### src/hw/rtl/point_mass_force_generator_assert.svh
// Assertion macros for the point mass force generator.
`ifndef POINT_MASS_FORCE_GENERATOR_ASSERT_SVH
`define POINT_MASS_FORCE_GENERATOR_ASSERT_SVH
`ifndef SYNTHESIS
`define PMFG_ASSERT_IMP(lbl, ante, cons) \
	lbl: assert property (@(posedge clk) disable iff (!arst_n) (ante) |-> (cons)) \
		else $error("same-cycle check failed");
`define PMFG_ASSERT_NXT(lbl, ante, cons) \
	lbl: assert property (@(posedge clk) disable iff (!arst_n) (ante) |=> (cons)) \
		else $error("next-cycle check failed");
`else
`define PMFG_ASSERT_IMP(lbl, ante, cons)
`define PMFG_ASSERT_NXT(lbl, ante, cons)
`endif
`endif

### src/hw/rtl/pmfg_pkg.sv
// Shared types and constants of the point mass force generator.
package pmfg_pkg;
	localparam int MagW = 33;
	localparam int SumW = 70;
	localparam int LenW = 35;
	localparam int NumW = 51;
	localparam int FacW = 48;
	localparam int CfgW = 31;
	localparam int QDepth = 4;
	localparam int QPtrW = 2;
	localparam logic [FacW-1:0] FacCap = 48'h8000_0000_0000;

	typedef enum logic [1:0] {
		OP_DRAG,
		OP_SPRING,
		OP_BUNGEE,
		OP_NONE
	} op_t;

	typedef enum logic [2:0] {
		REG_DRAG_LIN,
		REG_DRAG_QUAD,
		REG_SPR_K,
		REG_SPR_REST,
		REG_BNG_K,
		REG_BNG_REST
	} reg_idx_t;

	typedef struct packed {
		op_t op;
		logic [2:0] pos;
		logic [2:0][MagW-1:0] mag;
	} pmfg_item_t;

	typedef struct packed {
		pmfg_item_t item;
		logic zero;
		logic [65:0] dprod;
	} pmfg_side_t;

	typedef struct packed {
		logic [CfgW-1:0] drag_lin;
		logic [CfgW-1:0] drag_quad;
		logic [CfgW-1:0] spr_k;
		logic [CfgW-1:0] spr_rest;
		logic [CfgW-1:0] bng_k;
		logic [CfgW-1:0] bng_rest;
	} pmfg_cfg_t;

	typedef struct packed {
		logic full;
		logic empty;
	} pmfg_qstat_t;
endpackage

### src/hw/rtl/pmfg_queue.sv
// Short queue between the front end and the arithmetic pipeline.
module pmfg_queue (
	input  logic clk,
	input  logic arst_n,
	input  logic push,
	input  pmfg_pkg::pmfg_item_t push_item,
	input  logic pop,
	output pmfg_pkg::pmfg_item_t head,
	output pmfg_pkg::pmfg_qstat_t stat
);
	pmfg_pkg::pmfg_item_t mem_q [pmfg_pkg::QDepth];
	logic [pmfg_pkg::QPtrW-1:0] wr_q;
	logic [pmfg_pkg::QPtrW-1:0] rd_q;
	logic [pmfg_pkg::QPtrW:0] count_q;
	logic do_push;
	logic do_pop;

	assign stat.full = (count_q == (pmfg_pkg::QPtrW+1)'(pmfg_pkg::QDepth));
	assign stat.empty = (count_q == '0);
	assign do_push = push && !stat.full;
	assign do_pop = pop && !stat.empty;
	assign head = mem_q[rd_q];

	always_ff @(posedge clk or negedge arst_n) begin
		if (!arst_n) begin
			wr_q <= '0;
			rd_q <= '0;
			count_q <= '0;
		end else begin
			if (do_push) begin
				wr_q <= wr_q + 1'b1;
			end
			if (do_pop) begin
				rd_q <= rd_q + 1'b1;
			end
			if (do_push && !do_pop) begin
				count_q <= count_q + 1'b1;
			end else if (do_pop && !do_push) begin
				count_q <= count_q - 1'b1;
			end
		end
	end

	always_ff @(posedge clk) begin
		if (do_push) begin
			mem_q[wr_q] <= push_item;
		end
	end
endmodule

### config.mk
export PLATFORM = sky130hd
export DESIGN_NAME = pmfg_queue
export DESIGN_NICKNAME = d
export VERILOG_FILES = /design/src/hw/rtl/point_mass_force_generator_assert.svh /design/src/hw/rtl/pmfg_pkg.sv /design/src/hw/rtl/pmfg_queue.sv
export SDC_FILE = /design/constraint.sdc
export NUM_CORES = 1
export LEC_CHECK = 0
export BUFFER_PORTS_ARGS = -buffer_cell sky130_fd_sc_hd__buf_2
export CAP_MARGIN = 20
export CORE_MARGIN = 2
export CORE_UTILIZATION = 45
export CTS_BUF_LIST = sky130_fd_sc_hd__clkbuf_16
export DETAILED_ROUTE_END_ITERATION = 7
export PLACE_DENSITY_LB_ADDON = 0.05
export SLEW_MARGIN = 20
export SYNTH_ARGS = -nofsm -noshare
export SYNTH_HDL_FRONTEND = slang
export SYNTH_SLANG_ARGS = --single-unit
### constraint.sdc
create_clock -name clk -period 4.5 [get_ports clk]
set_input_delay 0.675 -clock clk [delete_from_list [all_inputs] [get_ports clk]]
set_output_delay 0.675 -clock clk [all_outputs]
set_load 0.1 [all_outputs]
==> results of run 1 <==
per-layer routing:
layer  GRT usage, %  up-vias  share of wire (%)
li1               -     3007                  -
met5              0        -              0.080
met3           4.75       45                7.2
met2           27.6      207                 51
met1           21.0     3559                 40
met4           4.12        4                1.8
stage by stage:
stage / hold slack (ns) / area (sq um) / setup slack [ns] / util, %
floorplan: 0.379 / 15400 / 0.547 / -
finish: 0.361 / 18500 / 1.15 / 55.0
CTS: 0.336 / 18500 / 1.04 / 54.9
detailed placement: 0.474 / 17100 / 1.61 / 50.8
global placement: 0.459 / 17100 / 1.62 / 50.8
global route: 0.336 / 18500 / 0.961 / 54.9
area by class of cell:
class | count | area, sq um | share of cell area, %
sequential | 423 | 12700 | 68.6
multi-input combinational | 128 | 2570 | 13.9
timing repair buffer | 229 | 1250 | 6.77
clock buffer | 45 | 1130 | 6.09
tap | 448 | 561 | 3.03
clock inverter | 29 | 272 | 1.47
inverter | 4 | 15.0 | 0.0813
antenna | 2 | 5.00 | 0.0271
critical path, stage by stage (launching register included):
cell and delay (ns):
dfrtp_4 0.81, buf_4 0.42, mux4_2 0.59, buf_2 0.32
layout by cell type, fill, tap and decap left out, drive strengths merged, types with 2 or more instances in the layout:
cell,instances
and2,4
buf,228
bufinv,6
clkbuf,45
clkinv,12
dfrtp,7
diode,2
edfxtp,416
ha,5
inv,15
mux2,2
mux4,104
xnor2,4
xor2,2
sequential cells by signal, indices dropped and copies added (netlist names):
register,cells
mem_q,416
count_q,3
rd_q,2
wr_q,2
logic make-up after synthesis:
family / after synthesis / share of synthesized area [%]
xor gates and xnor gates: 6 / 0.341
adders and majority gates: 6 / 0.536
buffers and inverters: 29 / 1.19
DFF: 423 / 82.2
muxes: 106 / 15.3
and+or+nand+nor: 10 / 0.406
worst min-delay path by stage:
| stage | start | endpoint | slack, ns | depth (start not counted) |
|---|---|---|---|---|
| 2_1_floorplan | arst_n | count_q[0] | 0.38 | 0 |
| 3_3_place_gp | count_q[2] | count_q[2] | 0.46 | 1 |
| 3_5_place_dp | count_q[2] | count_q[2] | 0.47 | 1 |
| 4_1_cts | push_item[36] | mem_q[1][36] | 0.34 | 1 |
| 5_1_grt | push_item[36] | mem_q[2][36] | 0.34 | 1 |
| 6_report | push_item[93] | mem_q[3][93] | 0.36 | 1 |
==> results_dict.tcl, run 1 <==
set metrics [dict create \
    run_status "complete, no violations" \
    port_buffers 213 \
    r2r_cells 4 \
    rsz0062_at_grt "no" \
    max_freq_mhz 299 \
    cts-root-buf "clkbuf_16" \
    cts_resized 0 \
    clkTransAtPathRegs_ns 0.06 \
    synth_seq_cells 423 \
    post-cts-setup-buffers 0 \
    syn_nets 694 \
    drive_above_1_share_pct 46.0 \
    die_y_um 189 \
    coreArea_sq_mm 0.0336 \
    cts_max_path_buffers 3 \
    worstSetupPathType "reg2out" \
    r2r_end "mem_q[3][35]" \
    hold_violations 0 \
    synthToLayoutAreaGrowth_pct 19.9 \
    syn_area_per_cell_sq_um 26.6 \
    grt_pass1_wl_um 43800 \
    grtUsageTotal_pct 16.4 \
    yosysWarnings 0 \
    vias 6822 \
    antenna_left 0 \
    endpoint "head[98]" \
    hold_class "in2reg" \
    via_per_inst 5.22 \
    cts_hold_buf 1 \
    grt_overflow 0 \
    synth-edff-count 416 \
    wl_per_cell_um 22.1 \
    num_rows 67 \
    finalMaxSlewViolations 0 \
    chipWidth_um 189 \
    drt-total-wl_um 28900 \
    final_nets 943 \
    cts.sinks 423 \
    stdcell_count 1308 \
    dpl.cell_count 1231 \
    crit_path_start_kind "register" \
    ys_top_cells_by_area "edfxtp_1 81%, mux4_2 15%, dfrtp_1 1.1%" \
    crit_fanout 28 \
    gp_congestion 0.697 \
    relSlewSlack_pct 42.6 \
    drtIter0Drc 390 \
    htree_levels 2 \
    io_pins 214 \
    grt_max_degree 57 \
    r2r_setup_slack_ns 1.87 \
    dieArea_sq_mm 0.0357 \
    synthArstFlopShare_pct 1.65 \
    yosysTopAreaCell "edfxtp_1" \
    max_cap_violations 0 \
    cts_tree "done" \
    fin_crit_ns 3.35 \
    start_util_pct 45.9 \
    drcViolationCount 0 \
    synth_common_cells "416 x edfxtp_1, 104 x mux4_2, 14 x buf_2" \
    clk-insertion-delay-late_ns 0.52 \
    yosys.cell_types.count 22 \
    finalSetupTns_ns 0 \
    nFillCells 2566 \
    synth_top_area_share_pct 81.0 \
    cts_made_buffers 43 \
    cp.required_ns 3.83 \
    antenna_found_initial 4 \
    synth_area_sq_mm 0.0154 \
    worstMarginPinSlew_ns 0.860 \
    yosysMostFrequentCell "edfxtp_1" \
    r2r_start "count_q[2]" \
    dpl.hpwl_um 17800 \
    fin_crit_sh_pct 74.4 \
    worstSetupStartpoint "rd_q[0]" \
    syn_inst 580 \
    setup_viol 0 \
    cp.arrival_ns 2.67 \
    fin_skew_ns 0.0117 \
    critical_path.endpoint_type "output pin" \
    synth_ff_type "edfxtp_1" \
    first_global_vias 7386 \
    ys_seq_area_share_pct 82.2 \
    drt-pass1-iter-count 4 \
]
Power of run 1 is not shown: default switching activity piles up to over one toggle a cycle in this logic, so the estimate is an artifact.
==> run 2: changes to the inputs <==
Settings changed: ABC_AREA set to 1.
Clock period 4.5 ns to 3.28 ns, I/O delays scaled along.
==> results_dict.tcl, run 2 <==
set metrics [dict create \
    run_status "complete, no violations" \
    cp.required_ns 2.79 \
    nFillCells 3146 \
    final_cell_area_sq_mm 0.0200 \
    yosys.cell_types.count 18 \
    gp_congestion 0.711 \
    first_global_vias 9450 \
    ys_seq_area_share_pct 75.2 \
    synth_top_area_share_pct 74.1 \
    synth_area_sq_mm 0.0169 \
    dp_slack_ns 0.873 \
    crit_path_start_kind "register" \
    cts.sinks 423 \
    cts_resized 0 \
    cp.arrival_ns 2.48 \
    cts_max_path_buffers 3 \
    dpl.hpwl_um 19800 \
    port_buffers 213 \
    synthArstFlopShare_pct 1.65 \
    final_nets 1607 \
    cts_hold_buf 1 \
    seq_area_sq_mm 0.0127 \
    largest_reg_flops 416 \
    post-cts-setup-buffers 0 \
    synth_ff_type "edfxtp_1" \
    grtUsageTotal_pct 17.8 \
    multi_input_area_sq_mm 0.00298 \
    antenna_left 0 \
    critical_path.endpoint_type "output pin" \
    final_cell_mix "416 x edfxtp_1, 330 x nand2_1, 236 x inv_1, 213 x buf_2, 208 x o211ai_1" \
    rsz0062_at_grt "no" \
    start_util_pct 45.8 \
    fin_skew_ns 0.0167 \
    reg.largest.list "mem_q (416), count_q (3)" \
    synth-edff-count 416 \
    dpl.cell_count 1913 \
    cts-root-buf "clkbuf_16" \
    die_y_um 198 \
    worstMarginPinSlew_ns 0.599 \
    max_cap_violations 0 \
    worstSetupPathType "reg2out" \
    clk-insertion-delay-late_ns 0.55 \
    fin_util_pct 54.3 \
    final_common_cell "edfxtp_1" \
    ys_top_cells_by_area "edfxtp_1 74%, o211ai_1 9.3%, nand2_1 7.3%" \
    grt_pass1_wl_um 52400 \
    num_rows 70 \
    clkTransAtPathRegs_ns 0.06 \
    cts_tree "done" \
    yosysMostFrequentCell "edfxtp_1" \
    setup_viol 0 \
    grt_max_degree 107 \
    grt_overflow 0 \
    placed_area_sq_mm 0.0186 \
    coreArea_sq_mm 0.0368 \
    largest-register "mem_q" \
    via_per_inst 4.91 \
    htree_levels 2 \
    max_freq_mhz 337 \
    synthToLayoutAreaGrowth_pct 18.4 \
    drtIter0Drc 340 \
    hold_violations 0 \
    dieArea_sq_mm 0.0390 \
    yosysWarnings 0 \
    antenna_found_initial 8 \
    synth_seq_cells 423 \
    hold_class "in2reg" \
    io_pins 214 \
    wl_per_cell_um 17.3 \
    syn_area_per_cell_sq_um 13.2 \
    drt-total-wl_um 34400 \
    vias 9803 \
    fin_crit_sh_pct 90.5 \
    chipWidth_um 198 \
    syn_inst 1275 \
    fin_crit_ns 2.97 \
    yosysTopAreaCell "edfxtp_1" \
    relSlewSlack_pct 60.0 \
    drt-pass1-iter-count 4 \
    drive_above_1_share_pct 19.8 \
    crit_fanout 84 \
    stdcell_count 1995 \
    cts_made_buffers 45 \
    timing.final.ws_setup_ns 0.312 \
    finalMaxSlewViolations 0 \
    drcViolationCount 0 \
    synth_common_cells "416 x edfxtp_1, 330 x nand2_1, 223 x inv_1" \
    syn_nets 1389 \
]
==> run 2: changes by cell type after synthesis, moves of 3 or more <==
cell,previous run,this run
nand2_1,1,330
inv_1,4,223
o211ai_1,0,208
mux4_2,104,0
clkbuf_1,4,25
buf_2,14,30
buf_6,5,12
nand3_1,1,7
and2_1,4,0
nor2_1,1,4
xnor2_1,4,1
==> run 2: final cells by class <==
cell class                 count  area share [%]
tap                          468            2.93
inverter                     225            4.28
sequential                   423            63.5
timing repair buffer         240            7.37
clock buffer                  47            5.89
antenna                        2          0.0251
clock inverter                32            1.05
multi-input combinational    558            14.9
==> run 2: final timing paths <==
check                         startpoint           end  slack [ns]  cells past startpoint
max                              rd_q[0]      head[67]        0.31                      5
min                        push_item[74]  mem_q[0][74]        0.15                      1
max reg2reg                   count_q[0]    count_q[1]        1.10                      9
min reg2reg                   count_q[2]    count_q[2]        0.50                      2
max in group asynchronous         arst_n       rd_q[1]        2.81                      2
min in group asynchronous         arst_n       wr_q[0]        0.30                      2
==> run 2: cell families (layout without fill, tap and decap cells) <==
family                   Yosys count  count (layout)  share of synthesized area [%]
flip-flops                       423             423                           75.2
AND/OR/NAND/NOR                  342             342                           7.68
buffers and inverters            294             544                           7.33
AO/OA/AOI/OAI                    209             209                           9.29
adder cells (fa/ha/maj)            6               6                          0.490
XOR/XNOR                           1               1                         0.0520
other                              0               2                              0
==> run 2: through the flow <==
stage	setup TNS [ns]	hold WS [ns]
2_1_floorplan	-263.51	0.196
3_3_place_gp	0	0.341
3_5_place_dp	0	0.341
4_1_cts	0	0.108
5_1_grt	0	0.120
6_report	0	0.147
==> run 2: metal layers <==
metal | track usage [%] | vias to the layer above | part of all wire (%)
met5 | 0 | - | 0.18
met4 | 5.76 | 12 | 2.1
met3 | 4.93 | 57 | 5.9
met2 | 30.0 | 184 | 49
met1 | 22.3 | 4655 | 43
li1 | - | 4895 | -
==> run 2: critical path: stages, from the launching register on <==
cell and delay [ns]:
dfrtp_1 0.45, inv_8 0.39, buf_4 0.37, o211ai_1 0.12
nand2_1 0.12, buf_2 0.43
Power of run 2 is left out for the same reason.
==> run 3: changes to the inputs <==
Clock period 3.28 ns to 3.78 ns, I/O delays scaled along.
==> results_dict.tcl, run 3 (same netlist as run 2, synthesis figures left out) <==
set metrics [dict create \
    start_util_pct 45.8 \
    placed_area_sq_mm 0.0184 \
    r2r_end "mem_q[0][48]" \
    dp_slack_ns 1.12 \
    worstSetupPathType "reg2out" \
    htree_levels 2 \
    crit_fanout 52 \
    num_rows 70 \
    max_freq_mhz 312 \
    whs_path_depth 1 \
    cts_made_buffers 46 \
    final_cell_area_sq_mm 0.0198 \
    cts_max_path_buffers 3 \
    final_nets 1602 \
    clkTransAtPathRegs_ns 0.06 \
    gp_congestion 0.726 \
    r2r_start "count_q[0]" \
    cp.required_ns 3.21 \
    via_per_inst 4.99 \
    cts.sinks 423 \
    clk-insertion-delay-late_ns 0.56 \
    final_common_cell "edfxtp_1" \
    drtIter0Drc 447 \
    rsz0062_at_grt "no" \
    cp.arrival_ns 2.64 \
    timing.final.ws_setup_ns 0.571 \
    io_pins 214 \
    grt_overflow 0 \
    finalSetupTns_ns 0 \
    dieArea_sq_mm 0.0390 \
    finalMaxSlewViolations 0 \
    drive_above_1_share_pct 19.3 \
    grtUsageTotal_pct 18.0 \
    r2r_cells 5 \
    die_y_um 198 \
    cts-root-buf "clkbuf_16" \
    cts_tree "done" \
    hold_class "in2reg" \
    final_cell_mix "416 x edfxtp_1, 330 x nand2_1, 238 x inv_1, 213 x buf_2, 208 x o211ai_1" \
    hold_violations 0 \
    first_global_vias 9404 \
    largest-register "mem_q" \
    largest_reg_flops 416 \
    min-delay-start "push_item[54]" \
    chipWidth_um 198 \
    dpl.hpwl_um 19900 \
    fin_skew_ns 0.0137 \
    vias 9953 \
    worstMarginPinSlew_ns 0.847 \
    antenna_left 0 \
    r2r_setup_slack_ns 1.56 \
    synthToLayoutAreaGrowth_pct 17.5 \
    fin_crit_ns 3.21 \
    fin_crit_sh_pct 84.9 \
    drt-total-wl_um 34800 \
    post-cts-setup-buffers 0 \
    antenna_found_initial 9 \
    drcViolationCount 0 \
    port_buffers 213 \
    relSlewSlack_pct 43.5 \
    grt_pass1_wl_um 52900 \
    run_status "complete, no violations" \
    coreArea_sq_mm 0.0368 \
    reg.largest.list "mem_q (416), count_q (3)" \
    setup_viol 0 \
    critical_path.endpoint_type "output pin" \
    wl_per_cell_um 17.5 \
    grt_max_degree 111 \
    drt-pass1-iter-count 5 \
    hold_end "mem_q[1][54]" \
    max_cap_violations 0 \
    crit_path_start_kind "register" \
]
[run 3: cell types whose count changed in the layout (fill, tap and decap cells not counted), sizes merged]
| cell | delta |
|---|---|
| inv | +2 |
| buf | -6 |
| clkinv | +5 |
| clkbuf | +2 |
| bufinv | -3 |
[run 3: timing repair]
action / CTS / global route
hold buffers: 1 / 0
setup endpoints to repair: 0 / 0
hold endpoints to repair: 7 / 0
resized for setup: 0 / 0
[run 3: routing by layer]
layer | vias up | wire (um) | track usage [%]
met5 | - | 96 | 0
met1 | 4772 | 15600 | 23.5
met4 | 14 | 721 | 6.21
li1 | 4898 | - | -
met3 | 62 | 2100 | 4.75
met2 | 207 | 16300 | 29.1
[run 3: area by class of cell]
| cell class | instances | area [sq um] |
|---|---|---|
| diodes | 2 | 5.00 |
| fillers | 3158 | 17000 |
| repair buffers | 234 | 1340 |
| multi-input cells | 558 | 2980 |
| flip-flops and latches | 423 | 12700 |
| clock inverters | 36 | 149 |
| clock buffers | 49 | 1230 |
| well taps | 468 | 586 |
| inverters | 225 | 855 |
[run 3: stage by stage]
stage	hold WS, ns	util (%)	cells
finish	0.217	53.9	1995
global route	0.203	53.9	1994
CTS	0.187	53.8	1993
detailed placement	0.416	50.1	1907
global placement	0.420	50.1	1907
floorplan	0.271	-	1275
[run 3: critical path, cell delays in order, from the launching register on]
cell,delay [ns]
dfrtp_4,0.72
inv_4,0.30
buf_12,0.30
o211ai_1,0.14
nand2_1,0.12
buf_2,0.44
[run 3: how the worst max path moves through the flow]
stage	startpoint	to	slack, ns	cells past startpoint
after CTS	rd_q[1]	head[101]	0.51	5
after floorplan	count_q[0]	mem_q[0][0]	-0.13	4
final	rd_q[1]	head[101]	0.57	5
after detailed placement	rd_q[1]	head[101]	1.12	5
after global placement	rd_q[1]	head[74]	1.12	5
after global routing	rd_q[1]	head[101]	0.45	5
Power of run 3 is left out for the same reason.
