--- src/hw/rtl/point_mass_force_generator_assert.svh ---
// Assertion macros for the point mass force generator.
`ifndef POINT_MASS_FORCE_GENERATOR_ASSERT_SVH
`define POINT_MASS_FORCE_GENERATOR_ASSERT_SVH
`ifndef SYNTHESIS
`define PMFG_ASSERT_IMP(lbl, ante, cons) \
	lbl: assert property (@(posedge clk) disable iff (!arst_n) (ante) |-> (cons)) \
		else $error("same-cycle check failed");
`define PMFG_ASSERT_NXT(lbl, ante, cons) \
	lbl: assert property (@(posedge clk) disable iff (!arst_n) (ante) |=> (cons)) \
		else $error("next-cycle check failed");
`else
`define PMFG_ASSERT_IMP(lbl, ante, cons)
`define PMFG_ASSERT_NXT(lbl, ante, cons)
`endif
`endif

--- src/hw/rtl/pmfg_pkg.sv ---
// Shared types and constants of the point mass force generator.
package pmfg_pkg;
	localparam int MagW = 33;
	localparam int SumW = 70;
	localparam int LenW = 35;
	localparam int NumW = 51;
	localparam int FacW = 48;
	localparam int CfgW = 31;
	localparam int QDepth = 4;
	localparam int QPtrW = 2;
	localparam logic [FacW-1:0] FacCap = 48'h8000_0000_0000;

	typedef enum logic [1:0] {
		OP_DRAG,
		OP_SPRING,
		OP_BUNGEE,
		OP_NONE
	} op_t;

	typedef enum logic [2:0] {
		REG_DRAG_LIN,
		REG_DRAG_QUAD,
		REG_SPR_K,
		REG_SPR_REST,
		REG_BNG_K,
		REG_BNG_REST
	} reg_idx_t;

	typedef struct packed {
		op_t op;
		logic [2:0] pos;
		logic [2:0][MagW-1:0] mag;
	} pmfg_item_t;

	typedef struct packed {
		pmfg_item_t item;
		logic zero;
		logic [65:0] dprod;
	} pmfg_side_t;

	typedef struct packed {
		logic [CfgW-1:0] drag_lin;
		logic [CfgW-1:0] drag_quad;
		logic [CfgW-1:0] spr_k;
		logic [CfgW-1:0] spr_rest;
		logic [CfgW-1:0] bng_k;
		logic [CfgW-1:0] bng_rest;
	} pmfg_cfg_t;

	typedef struct packed {
		logic full;
		logic empty;
	} pmfg_qstat_t;
endpackage

--- src/hw/rtl/pmfg_front.sv ---
// Front end: takes input transfers and forms difference magnitudes and signs.
module pmfg_front (
	input  logic clk,
	input  logic arst_n,
	input  logic in_valid,
	output logic in_stall,
	input  logic [1:0] operation,
	input  logic signed [31:0] a_x,
	input  logic signed [31:0] a_y,
	input  logic signed [31:0] a_z,
	input  logic signed [31:0] b_x,
	input  logic signed [31:0] b_y,
	input  logic signed [31:0] b_z,
	input  logic q_full,
	output logic item_valid,
	output pmfg_pkg::pmfg_item_t item
);
	logic f_valid_s1;
	pmfg_pkg::pmfg_item_t f_item_s1;
	pmfg_pkg::pmfg_item_t nxt;
	logic [2:0][31:0] av;
	logic [2:0][31:0] bv;

	assign av = {a_z, a_y, a_x};
	assign bv = {b_z, b_y, b_x};

	always_comb begin
		logic [32:0] w;
		nxt.op = pmfg_pkg::op_t'(operation);
		for (int i = 0; i < 3; i++) begin
			if (pmfg_pkg::op_t'(operation) == pmfg_pkg::OP_DRAG) begin
				w = {av[i][31], av[i]};
			end else begin
				w = {av[i][31], av[i]} - {bv[i][31], bv[i]};
			end
			nxt.mag[i] = w[32] ? 33'(0 - w) : w;
			nxt.pos[i] = !w[32] && (w != 33'd0);
		end
	end

	assign in_stall = f_valid_s1 && q_full;
	assign item_valid = f_valid_s1;
	assign item = f_item_s1;

	always_ff @(posedge clk or negedge arst_n) begin
		if (!arst_n) begin
			f_valid_s1 <= 1'b0;
		end else if (!in_stall) begin
			f_valid_s1 <= in_valid;
		end
	end

	always_ff @(posedge clk) begin
		if (!in_stall && in_valid) begin
			f_item_s1 <= nxt;
		end
	end
endmodule

--- config.mk ---
export PLATFORM = sky130hd
export DESIGN_NAME = pmfg_front
export DESIGN_NICKNAME = d
export VERILOG_FILES = /design/src/hw/rtl/point_mass_force_generator_assert.svh /design/src/hw/rtl/pmfg_pkg.sv /design/src/hw/rtl/pmfg_front.sv
export SDC_FILE = /design/constraint.sdc
export NUM_CORES = 1
export LEC_CHECK = 0
export BUFFER_PORTS_ARGS = -buffer_cell sky130_fd_sc_hd__clkbuf_2
export CAP_MARGIN = 15
export CORE_UTILIZATION = 40
export DETAILED_ROUTE_END_ITERATION = 8
export HOLD_SLACK_MARGIN = 0.1
export SYNTH_ARGS = -nofsm -noshare
export SYNTH_HDL_FRONTEND = slang
export SYNTH_SLANG_ARGS = --single-unit
export TNS_END_PERCENT = 1
--- constraint.sdc ---
create_clock -name clk -period 13.05 [get_ports clk]
set_input_delay 2.61 -clock clk [delete_from_list [all_inputs] [get_ports clk]]
set_output_delay 2.61 -clock clk [all_outputs]
set_load 0.01 [all_outputs]
==> impl_metrics.csv, run 1 <==
group,metric,value,unit
cts,insertion_delay,0.37,ns
setup_path,path_max_fanout,79,
yosys,synth_top_family_by_area,"compound AO/OA/AOI/OAI gates",
yosys,yosysTopAreaCell,"edfxtp_1",
setup_path,crit_family,"simple AND/OR/NAND/NOR gates",
setup_path,worst-path-buf-inv,2,
yosys,yosysSeqAreaShare,24.8,%
yosys,synthFlopType,"edfxtp_1",
yosys,synthMuxAreaShare,2.72,%
global_routing,grt_pass1_wl,61700,um
die,die_x,180,um
setup_path,crit_cells,13,
die,start_util,41.0,%
placement,numPortBuffers,303,
sta,relSlewSlack,35.9,%
cts,cts_sinks,105,
setup_path,cp.required,13.16,ns
yosys,synth_compound_area_share,26.4,%
pwr,clockPowerShare,20.5,%
sta,rsz0062_at_grt,"false",
yosys,synthesis.instances,1603,
placement,dp_hpwl,31600,um
pwr,seq_power_share,32.0,%
detailed_routing,drt_pre_antenna_iters,5,
sta,tns,0,ns
detailed_routing,wl,39200,um
yosys,synthesis.nets,1906,
cts,cts_root_buf,"clkbuf_16",
yosys,synth_cell_type_count,87,
yosys,synth-simple-area-share,19.7,%
sta,finalCritPeriodShare,54.5,%
cts,clkSlewWorstSetupHoldPaths,0.08,ns
placement,post_dp_cell_area,0.0145,mm2
global_routing,grt_pass1_vias,12000,
sta,hold_violations,0,
sta,setup_viol,0,
yosys,synth-edff-count,104,
yosys,yosysTopAreaCellShare,24.6,%
finish,area_growth,16.6,%
job,maxCapViolations,0,
cts,cts_buffers,9,
setup_path,slowest_delay,0.84,ns
yosys,yosys-top-cells-area,"edfxtp_1 25%, ha_1 10%, a21oi_1 5.7%",
yosys,synth_area_per_cell,7.91,um2
cts,clock_path_buffers,2,
detailed_routing,wl_per_cell,17.4,um
finish,fill_cells,3162,
yosys,synthArstFlopShare,0.952,%
sta,fmax,141,MHz
sta,skew,0.0103,ns
global_routing,grt_usage,23.5,%
min_path,holdCritPathClass,"flop to flop",
die,pin_count,304,
detailed_routing,drt_iter0_markers,868,
detailed_routing,vias,12900,
finish,finalNetCount,2163,
die,die_y,180,um
finish,multiInputGateArea,0.00877,mm2
cts,cts_hold_buffers,0,
setup_path,r2r_cells,4,
detailed_routing,ant_nets,0,
sta,holdWs,0.708,ns
yosys,synth_adder_area_share,10.5,%
cts,post-cts-setup-buffer-count,0,
global_routing,antenna_found_initial,0,
global_routing,grt_overflow,0,
setup_path,crit_arrival,7.22,ns
status,outcome,"finished clean",
setup_path,cp-end-kind,"flop",
pwr,leakage,6.65,nW
die,core_area,0.0309,mm2
placement,gp_congestion,0.891,
cts,htreeDepth,3,
min_path,holdPathStages,2,
global_routing,grt_max_degree,80,
pwr,netSwitchingFraction,39.5,%
finish,layout.cells.non_filler,2261,
detailed_routing,vias_per_cell,5.69,
setup_path,startpoint,"operation[1]",
setup_path,cp-start-kind,"primary input",
sta,worst_slew_pin_slew,0.962,ns
yosys,synth_area,0.0127,mm2
setup_path,cp_cell_sequence,"clkbuf_2 > or2_4 > buf_4 > a311oi_1 > nand3_1 > nor3b_1 > and2_1 > nand4_1 > or4b_4 > or2_1 > or4_4 > ha_1 > nor2_1",
pwr,powerDensity,97.2,mW/mm2
finish,seq_area,0.00315,mm2
pwr,power.switching,0.000567,W
die,die-area,0.0324,mm2
pwr,vdd_ir_drop_max,0.0000618,V
finish,drive_above_1_share,19.3,%
setup_path,crit_slowest_cell,"buf_4",
yosys,ys_warn_count,0,
pwr,power_frac_comb,47.5,%
sta,drv_slew,0,
setup_path,regToRegSetupSlack,10.72,ns
cts,cts_tree,"yes",
die,rows,64,
finish,final_area,0.0148,mm2
detailed_routing,drc,0,
placement,dp.cells,2245,
sta,fin_crit,7.11,ns
yosys,ys_seq_elements,105,
yosys,synth_xor_area_share,9.60,%
setup_path,critPathKind,"primary input to flop",
cts,cts_resized,0,
min_path,worstHoldStart,"item_valid",
finish,diodes,0,
pwr,cell_internal_pwr,0.000870,W
setup_path,worstReg2RegStart,"item_valid",
==> worst reg2reg max path, cell delays in order, from the launching register on <==
cell     delay, ns
dfrtp_1       0.38
and2_1        0.20
nor2b_4       0.11
buf_4         0.52
buf_4         0.72
==> registers in the layout (all words and copies together), names as in the netlist <==
register / flops
item_valid: 1
item: 104
==> routing by layer <==
| layer | up-vias | routed length, um | track usage [%] |
|---|---|---|---|
| met5 | - | 0 | 0 |
| li1 | 6401 | - | - |
| met4 | 0 | 796 | 6.56 |
| met1 | 6027 | 18800 | 32.8 |
| met3 | 38 | 1990 | 2.12 |
| met2 | 401 | 17700 | 38.7 |
==> cells by family after synthesis <==
kind of cell | after synthesis
multiplexers | 34
buffers and inverters | 198
adder cells (fa/ha/maj) | 105
flip-flops | 105
AO/OA/AOI/OAI | 517
XOR/XNOR | 139
AND/OR/NAND/NOR | 505
==> metrics by stage <==
step / utilization (%) / worst slack, ns / power, W
floorplan: - / 5.07 / 0.000941
global placement: 46.9 / 5.63 / 0.00114
detailed placement: 46.9 / 5.58 / 0.00114
CTS: 47.8 / 5.97 / 0.00144
global route: 47.8 / 5.58 / 0.00153
finish: 47.8 / 5.94 / 0.00144
==> power by group through the flow <==
stage,registers [W],clock network (W),logic [W]
final,0.000460,0.000294,0.000683
after floorplan,0.000495,0,0.000447
after global routing,0.000464,0.000312,0.000750
after detailed placement,0.000467,0,0.000672
after CTS,0.000461,0.000299,0.000677
after global placement,0.000467,0,0.000669
==> cells in the mapped netlist (21+ instances only) <==
cell type and n:
o211ai_1 23, nor2_1 111, a211oi_1 22, a21o_1 39, nand2_1 140, mux2i_1 30, inv_1 132, a31oi_1 38
and2_1 23, nor3_1 50, edfxtp_1 104, nand4_1 21, a21oi_1 145, ha_1 102, nand3_1 42, xor2_1 64
clkbuf_1 38, or3_1 24, o21ai_0 111, xnor2_1 75
==> layout by cell type, fill, tap and decap left out, drive strengths merged, types with 7 or more instances in the layout <==
master,synthesis,routed
nand4,21,21
buf,26,7
a21boi,10,10
nand2b,15,15
ha,102,102
or3,25,25
a211o,8,8
and3,16,16
a21oi,146,146
nor2,111,111
nor3b,7,7
o31a,8,8
a31o,8,8
nor2b,14,14
a31oi,40,40
o21a,16,16
o31ai,13,13
clkbuf,38,312
a211oi,23,23
or2,9,9
o21ai,119,119
a21o,40,40
nand3,42,42
nor3,50,50
o211ai,25,25
nor4,8,8
and2,23,23
inv,132,136
xnor2,75,75
xor2,64,64
nand2,140,140
edfxtp,104,104
mux2i,30,30
==> area by class of cell <==
class                      count  area share (%)
tap                          396            3.35
timing repair buffer         310            10.6
sequential                   105            21.3
inverter                     134            3.40
multi-input combinational   1300            59.3
clock buffer                   9            1.52
clock inverter                 7           0.508
==> final timing paths <==
| check | end |
|---|---|
| min | item_valid |
| max reg2reg | item[39] |
| min reg2reg | item_valid |
| max in group asynchronous | item_valid |
| min in group asynchronous | item_valid |
| max | item[32] |
(Power assumes the default switching activity.)
==> inputs of run 2 (changes only) <==
==> constraint.sdc (replaced) <==
create_clock -name clk -period 6.8 [get_ports clk]
set_input_delay 1.36 -clock clk [delete_from_list [all_inputs] [get_ports clk]]
set_output_delay 1.36 -clock clk [all_outputs]
set_load 0.01 [all_outputs]
==> impl_metrics.csv, run 2 (synthesis gave the netlist of run 1 again) <==
group,metric,value,unit
die,start_util,41.0,%
finish,largest_reg_flops,104,
global_routing,grtUsageMet1,33.9,%
cts,clkSlewWorstSetupHoldPaths,0.08,ns
cts,post-cts-setup-buffer-count,0,
pwr,seq_power_share,32.7,%
setup_path,regToRegSetupSlack,4.43,ns
setup_path,crit_arrival,5.60,ns
detailed_routing,wl_per_cell,17.7,um
global_routing,grt_pass1_vias,12200,
finish,final_common_cell,"clkbuf_2",
sta,finalCritPeriodShare,80.5,%
detailed_routing,ant_nets,0,
cts,cts_tree,"yes",
finish,finalNetCount,2167,
setup_path,worstReg2RegStart,"item_valid",
sta,hold_violations,0,
placement,numPortBuffers,303,
sta,setup_viol,0,
placement,dp_hpwl,32600,um
pwr,power_frac_comb,48.4,%
global_routing,top_usage_layer,"met2",
job,maxCapViolations,0,
sta,tns,0,ns
detailed_routing,drc,0,
global_routing,grt_overflow,0,
placement,gp_congestion,0.921,
sta,rsz0062_at_grt,"false",
global_routing,grt_use_met3,2.85,%
setup_path,cp-start-kind,"primary input",
pwr,vdd_ir_drop_max,0.000116,V
die,die_y,180,um
die,core_area,0.0309,mm2
sta,fin_crit,5.47,ns
setup_path,cp.required,6.92,ns
cts,cts_buffers,9,
detailed_routing,wl,40100,um
pwr,cell_internal_pwr,0.00163,W
detailed_routing,vias_per_cell,5.67,
finish,layout_common_cells,"303 x clkbuf_2, 145 x a21oi_1, 140 x nand2_1",
finish,diodes,0,
setup_path,cp-end-kind,"flop",
cts,insertion_delay,0.37,ns
sta,worst_slew_pin_slew,0.954,ns
min_path,holdPathStages,2,
detailed_routing,drt_iter0_markers,736,
cts,htreeDepth,3,
global_routing,use_met2,39.1,%
detailed_routing,vias,12800,
global_routing,antenna_found_initial,0,
die,rows,64,
setup_path,r2r_cells,4,
die,die_x,180,um
placement,dp_slack,0.940,ns
finish,drive_above_1_share,19.5,%
cts,cts_sinks,105,
cts,cts_resized,0,
global_routing,grt_pass1_wl,63900,um
setup_path,critPathKind,"primary input to flop",
finish,layout.cells.non_filler,2265,
sta,relSlewSlack,36.4,%
cts,cts_root_buf,"clkbuf_16",
sta,drv_slew,0,
pwr,powerDensity,183,mW/mm2
min_path,holdPathEnd,"item_valid",
sta,skew,0.00979,ns
pwr,power.switching,0.00107,W
setup_path,timing.rr.end,"item[41]",
status,outcome,"finished clean",
sta,fmax,183,MHz
cts,cts_hold_buffers,0,
setup_path,path_max_fanout,9,
die,pin_count,304,
pwr,netSwitchingFraction,39.7,%
pwr,leakage,6.66,nW
min_path,worstHoldStart,"item_valid",
finish,area_growth,16.6,%
min_path,holdCritPathClass,"flop to flop",
die,die-area,0.0324,mm2
global_routing,grt_usage,24.4,%
sta,setup_ws,1.33,ns
global_routing,grt_max_degree,77,
detailed_routing,drt_pre_antenna_iters,7,
pwr,clockPowerShare,18.9,%
placement,dp.cells,2249,
cts,clock_path_buffers,2,
==> run 2: cell types whose count changed in the layout (fill, tap and decap cells not counted) <==
cell and delta:
buf_4 +4, bufinv_16 -1, clkbuf_1 +2, clkinv_1 -2, inv_8 -1, clkinv_2 +2
==> run 2: layout make-up <==
cell class | instances | area [um2]
Clock inverter | 5 | 36.3
Multi-Input combinational cell | 1300 | 8770
Timing Repair Buffer | 314 | 1600
Sequential cell | 105 | 3150
Inverter | 134 | 503
Fill cell | 3120 | 16100
Clock buffer | 11 | 233
Tap cell | 396 | 495
==> run 2: metrics by stage <==
step	cell area (um2)	total power [W]	utilization (%)	hold slack [ns]
after CTS	14800	0.00271	47.8	0.716
after detailed placement	14500	0.00219	47.0	0.690
final	14800	0.00271	47.8	0.712
after floorplan	12700	0.00181	-	0.730
after global placement	14500	0.00218	47.0	0.683
after global routing	14800	0.00289	47.8	0.740
==> run 2: how the worst max path moves through the flow <==
stage | end | startpoint | slack (ns) | cells after the start
floorplan | item[0] | q_full | 0.07 | 2
detailed placement | item[32] | a_x[0] | 0.94 | 16
global placement | item[32] | a_x[0] | 1.02 | 16
finish | item[32] | a_x[0] | 1.33 | 16
global route | item[32] | a_x[0] | 1.05 | 16
CTS | item[32] | a_x[0] | 1.34 | 16
==> run 2: worst max-delay path: stages <==
cell and delay, ns:
clkbuf_2 0.10, inv_1 0.04, ha_1 0.22, fa_1 0.43
nor2b_4 0.17, o31a_1 0.34, o211ai_1 0.23, o31a_1 0.37
a21o_1 0.22, a2111oi_0 0.37, a31oi_1 0.20, a2111o_1 0.46
or2_1 0.25, or4_4 0.51, ha_1 0.28, nor2_1 0.04
==> run 2: power groups by stage <==
stage,logic [W],registers [W],clock network (W)
after detailed placement,0.00129,0.000900,0
final,0.00131,0.000885,0.000513
after global routing,0.00145,0.000894,0.000549
after CTS,0.00130,0.000886,0.000527
after floorplan,0.000857,0.000949,0
after global placement,0.00129,0.000898,0
==> run 2: per-layer routing <==
metal / wire (um) / vias up
met5: 0 / -
met4: 1160 / 0
met3: 2050 / 58
met2: 17800 / 406
met1: 19000 / 5951
li1: - / 6430
==> inputs of run 3 (changes only) <==
==> constraint.sdc (replaced) <==
create_clock -name clk -period 5.55 [get_ports clk]
set_input_delay 1.11 -clock clk [delete_from_list [all_inputs] [get_ports clk]]
set_output_delay 1.11 -clock clk [all_outputs]
set_load 0.01 [all_outputs]
==> impl_metrics.csv, run 3 (synthesis gave the netlist of run 1 again) <==
group,metric,value,unit
status,outcome,"finished clean",
die,die_x,180,um
global_routing,grt_usage,24.3,%
finish,layout_common_cells,"303 x clkbuf_2, 145 x a21oi_1, 140 x nand2_1",
pwr,vdd_ir_drop_max,0.000144,V
die,die_y,180,um
sta,rsz0062_at_grt,"false",
die,pin_count,304,
setup_path,crit_cells,16,
setup_path,crit_arrival,5.25,ns
job,maxCapViolations,0,
finish,finalNetCount,2182,
sta,finalCritPeriodShare,92.3,%
detailed_routing,wl,40100,um
setup_path,crit_family,"compound AO/OA/AOI/OAI gates",
min_path,holdCritPathClass,"primary input to asynchronous set/reset pin",
sta,drv_slew,0,
setup_path,r2r_cells,4,
die,rows,64,
pwr,powerDensity,231,mW/mm2
sta,holdWs,0.503,ns
pwr,netSwitchingFraction,39.1,%
cts,cts_tree,"yes",
detailed_routing,drc,0,
cts,clkSlewWorstSetupHoldPaths,0.09,ns
detailed_routing,drt_iter0_markers,727,
die,die-area,0.0324,mm2
finish,largest_reg_flops,104,
detailed_routing,ant_nets,0,
finish,final_common_cell,"clkbuf_2",
setup_path,cp-end-kind,"flop",
placement,numPortBuffers,303,
setup_path,cp_cell_sequence,"clkbuf_2 > inv_1 > ha_1 > fa_1 > nor2b_4 > o31a_1 > o211ai_1 > o31a_1 > a21o_1 > a2111oi_0 > a31oi_1 > a2111o_1 > or2_1 > or4_4 > ha_1 > nor2_1",
detailed_routing,drt_pre_antenna_iters,6,
cts,cts_sinks,105,
placement,gp_congestion,0.892,
pwr,power.switching,0.00135,W
setup_path,slowest_delay,0.51,ns
setup_path,crit_slowest_cell,"or4_4",
detailed_routing,wl_per_cell,17.6,um
pwr,cell_internal_pwr,0.00211,W
sta,fmax,195,MHz
global_routing,grt_pass1_vias,12200,
sta,worst_slew_pin_slew,0.766,ns
cts,cts_root_buf,"clkbuf_16",
cts,htreeDepth,3,
detailed_routing,vias_per_cell,5.66,
setup_path,path_max_fanout,6,
sta,skew,0.0190,ns
cts,post-cts-setup-buffer-count,0,
cts,insertion_delay,0.38,ns
sta,fin_crit,5.12,ns
global_routing,antenna_found_initial,1,
cts,clock_path_buffers,2,
pwr,clockPowerShare,22.0,%
die,core_area,0.0309,mm2
setup_path,worst-path-buf-inv,2,
placement,dp_hpwl,32800,um
sta,setup_viol,0,
pwr,power_frac_comb,46.8,%
setup_path,cp-start-kind,"primary input",
sta,tns,0,ns
cts,cts_hold_buffers,0,
detailed_routing,vias,12900,
global_routing,grt_pass1_wl,63700,um
global_routing,grt_max_degree,60,
finish,drive_above_1_share,20.2,%
finish,area_growth,18.1,%
pwr,seq_power_share,31.2,%
sta,hold_violations,0,
pwr,leakage,6.76,nW
cts,cts_buffers,9,
sta,relSlewSlack,48.9,%
die,start_util,41.0,%
setup_path,critPathKind,"primary input to flop",
cts,cts_resized,0,
finish,fill_cells,3120,
setup_path,cp.required,5.67,ns
global_routing,grt_overflow,0,
[run 3: final cells by class]
cell class / instances / area, um2 / share of cell area, %
multi-input cells: 1300 / 8770 / 58.6
flip-flops and latches: 105 / 3150 / 21.0
repair buffers: 329 / 1720 / 11.5
inverters: 134 / 503 / 3.36
well taps: 396 / 495 / 3.31
clock buffers: 9 / 225 / 1.50
clock inverters: 7 / 108 / 0.718
diodes: 1 / 2.50 / 0.0167
[run 3: metrics by stage]
stage	util, %	worst slack [ns]	instance area [um2]	std cells	power, W
2_1_floorplan	-	-0.230	12700	1603	0.00221
3_3_place_gp	47.4	0.148	14600	2264	0.00269
3_5_place_dp	47.4	0.0774	14600	2264	0.00270
4_1_cts	48.4	0.472	15000	2280	0.00348
5_1_grt	48.5	0.296	15000	2281	0.00368
6_report	48.5	0.427	15000	2281	0.00346
[run 3: worst paths after layout]
path                            slack (ns)       start    endpoint
min in group clk                      0.71  item_valid  item_valid
worst max register to register        3.20  item_valid    item[37]
worst min register to register        0.71  item_valid  item_valid
worst max-delay path                  0.43      a_x[0]    item[32]
worst min-delay path                  0.50      arst_n  item_valid
max in group asynchronous             4.96      arst_n  item_valid
[run 3: metal layers]
layer  vias to the layer above  part of all wire (%)  track usage [%]
li1                       6446                     -                -
met1                      6009                    47             33.2
met2                       401                    45             40.0
met3                        44                   5.8             2.73
met4                         0                   2.3             7.56
met5                         -                     0                0
[run 3: worst reg2reg max path, delay by kind of cell (launching register included)]
kind	cells	cell delay, ns
and+or+nand+nor	2	0.30
DFF	1	0.38
buffers and inverters	2	1.25
[run 3: power by group through the flow]
| stage | sequential (W) | clock [W] | combinational [W] |
|---|---|---|---|
| after detailed placement | 0.00110 | 0 | 0.00160 |
| after CTS | 0.00108 | 0.000782 | 0.00161 |
| final | 0.00108 | 0.000760 | 0.00162 |
| after global placement | 0.00110 | 0 | 0.00159 |
| after floorplan | 0.00116 | 0 | 0.00105 |
| after global routing | 0.00109 | 0.000806 | 0.00179 |
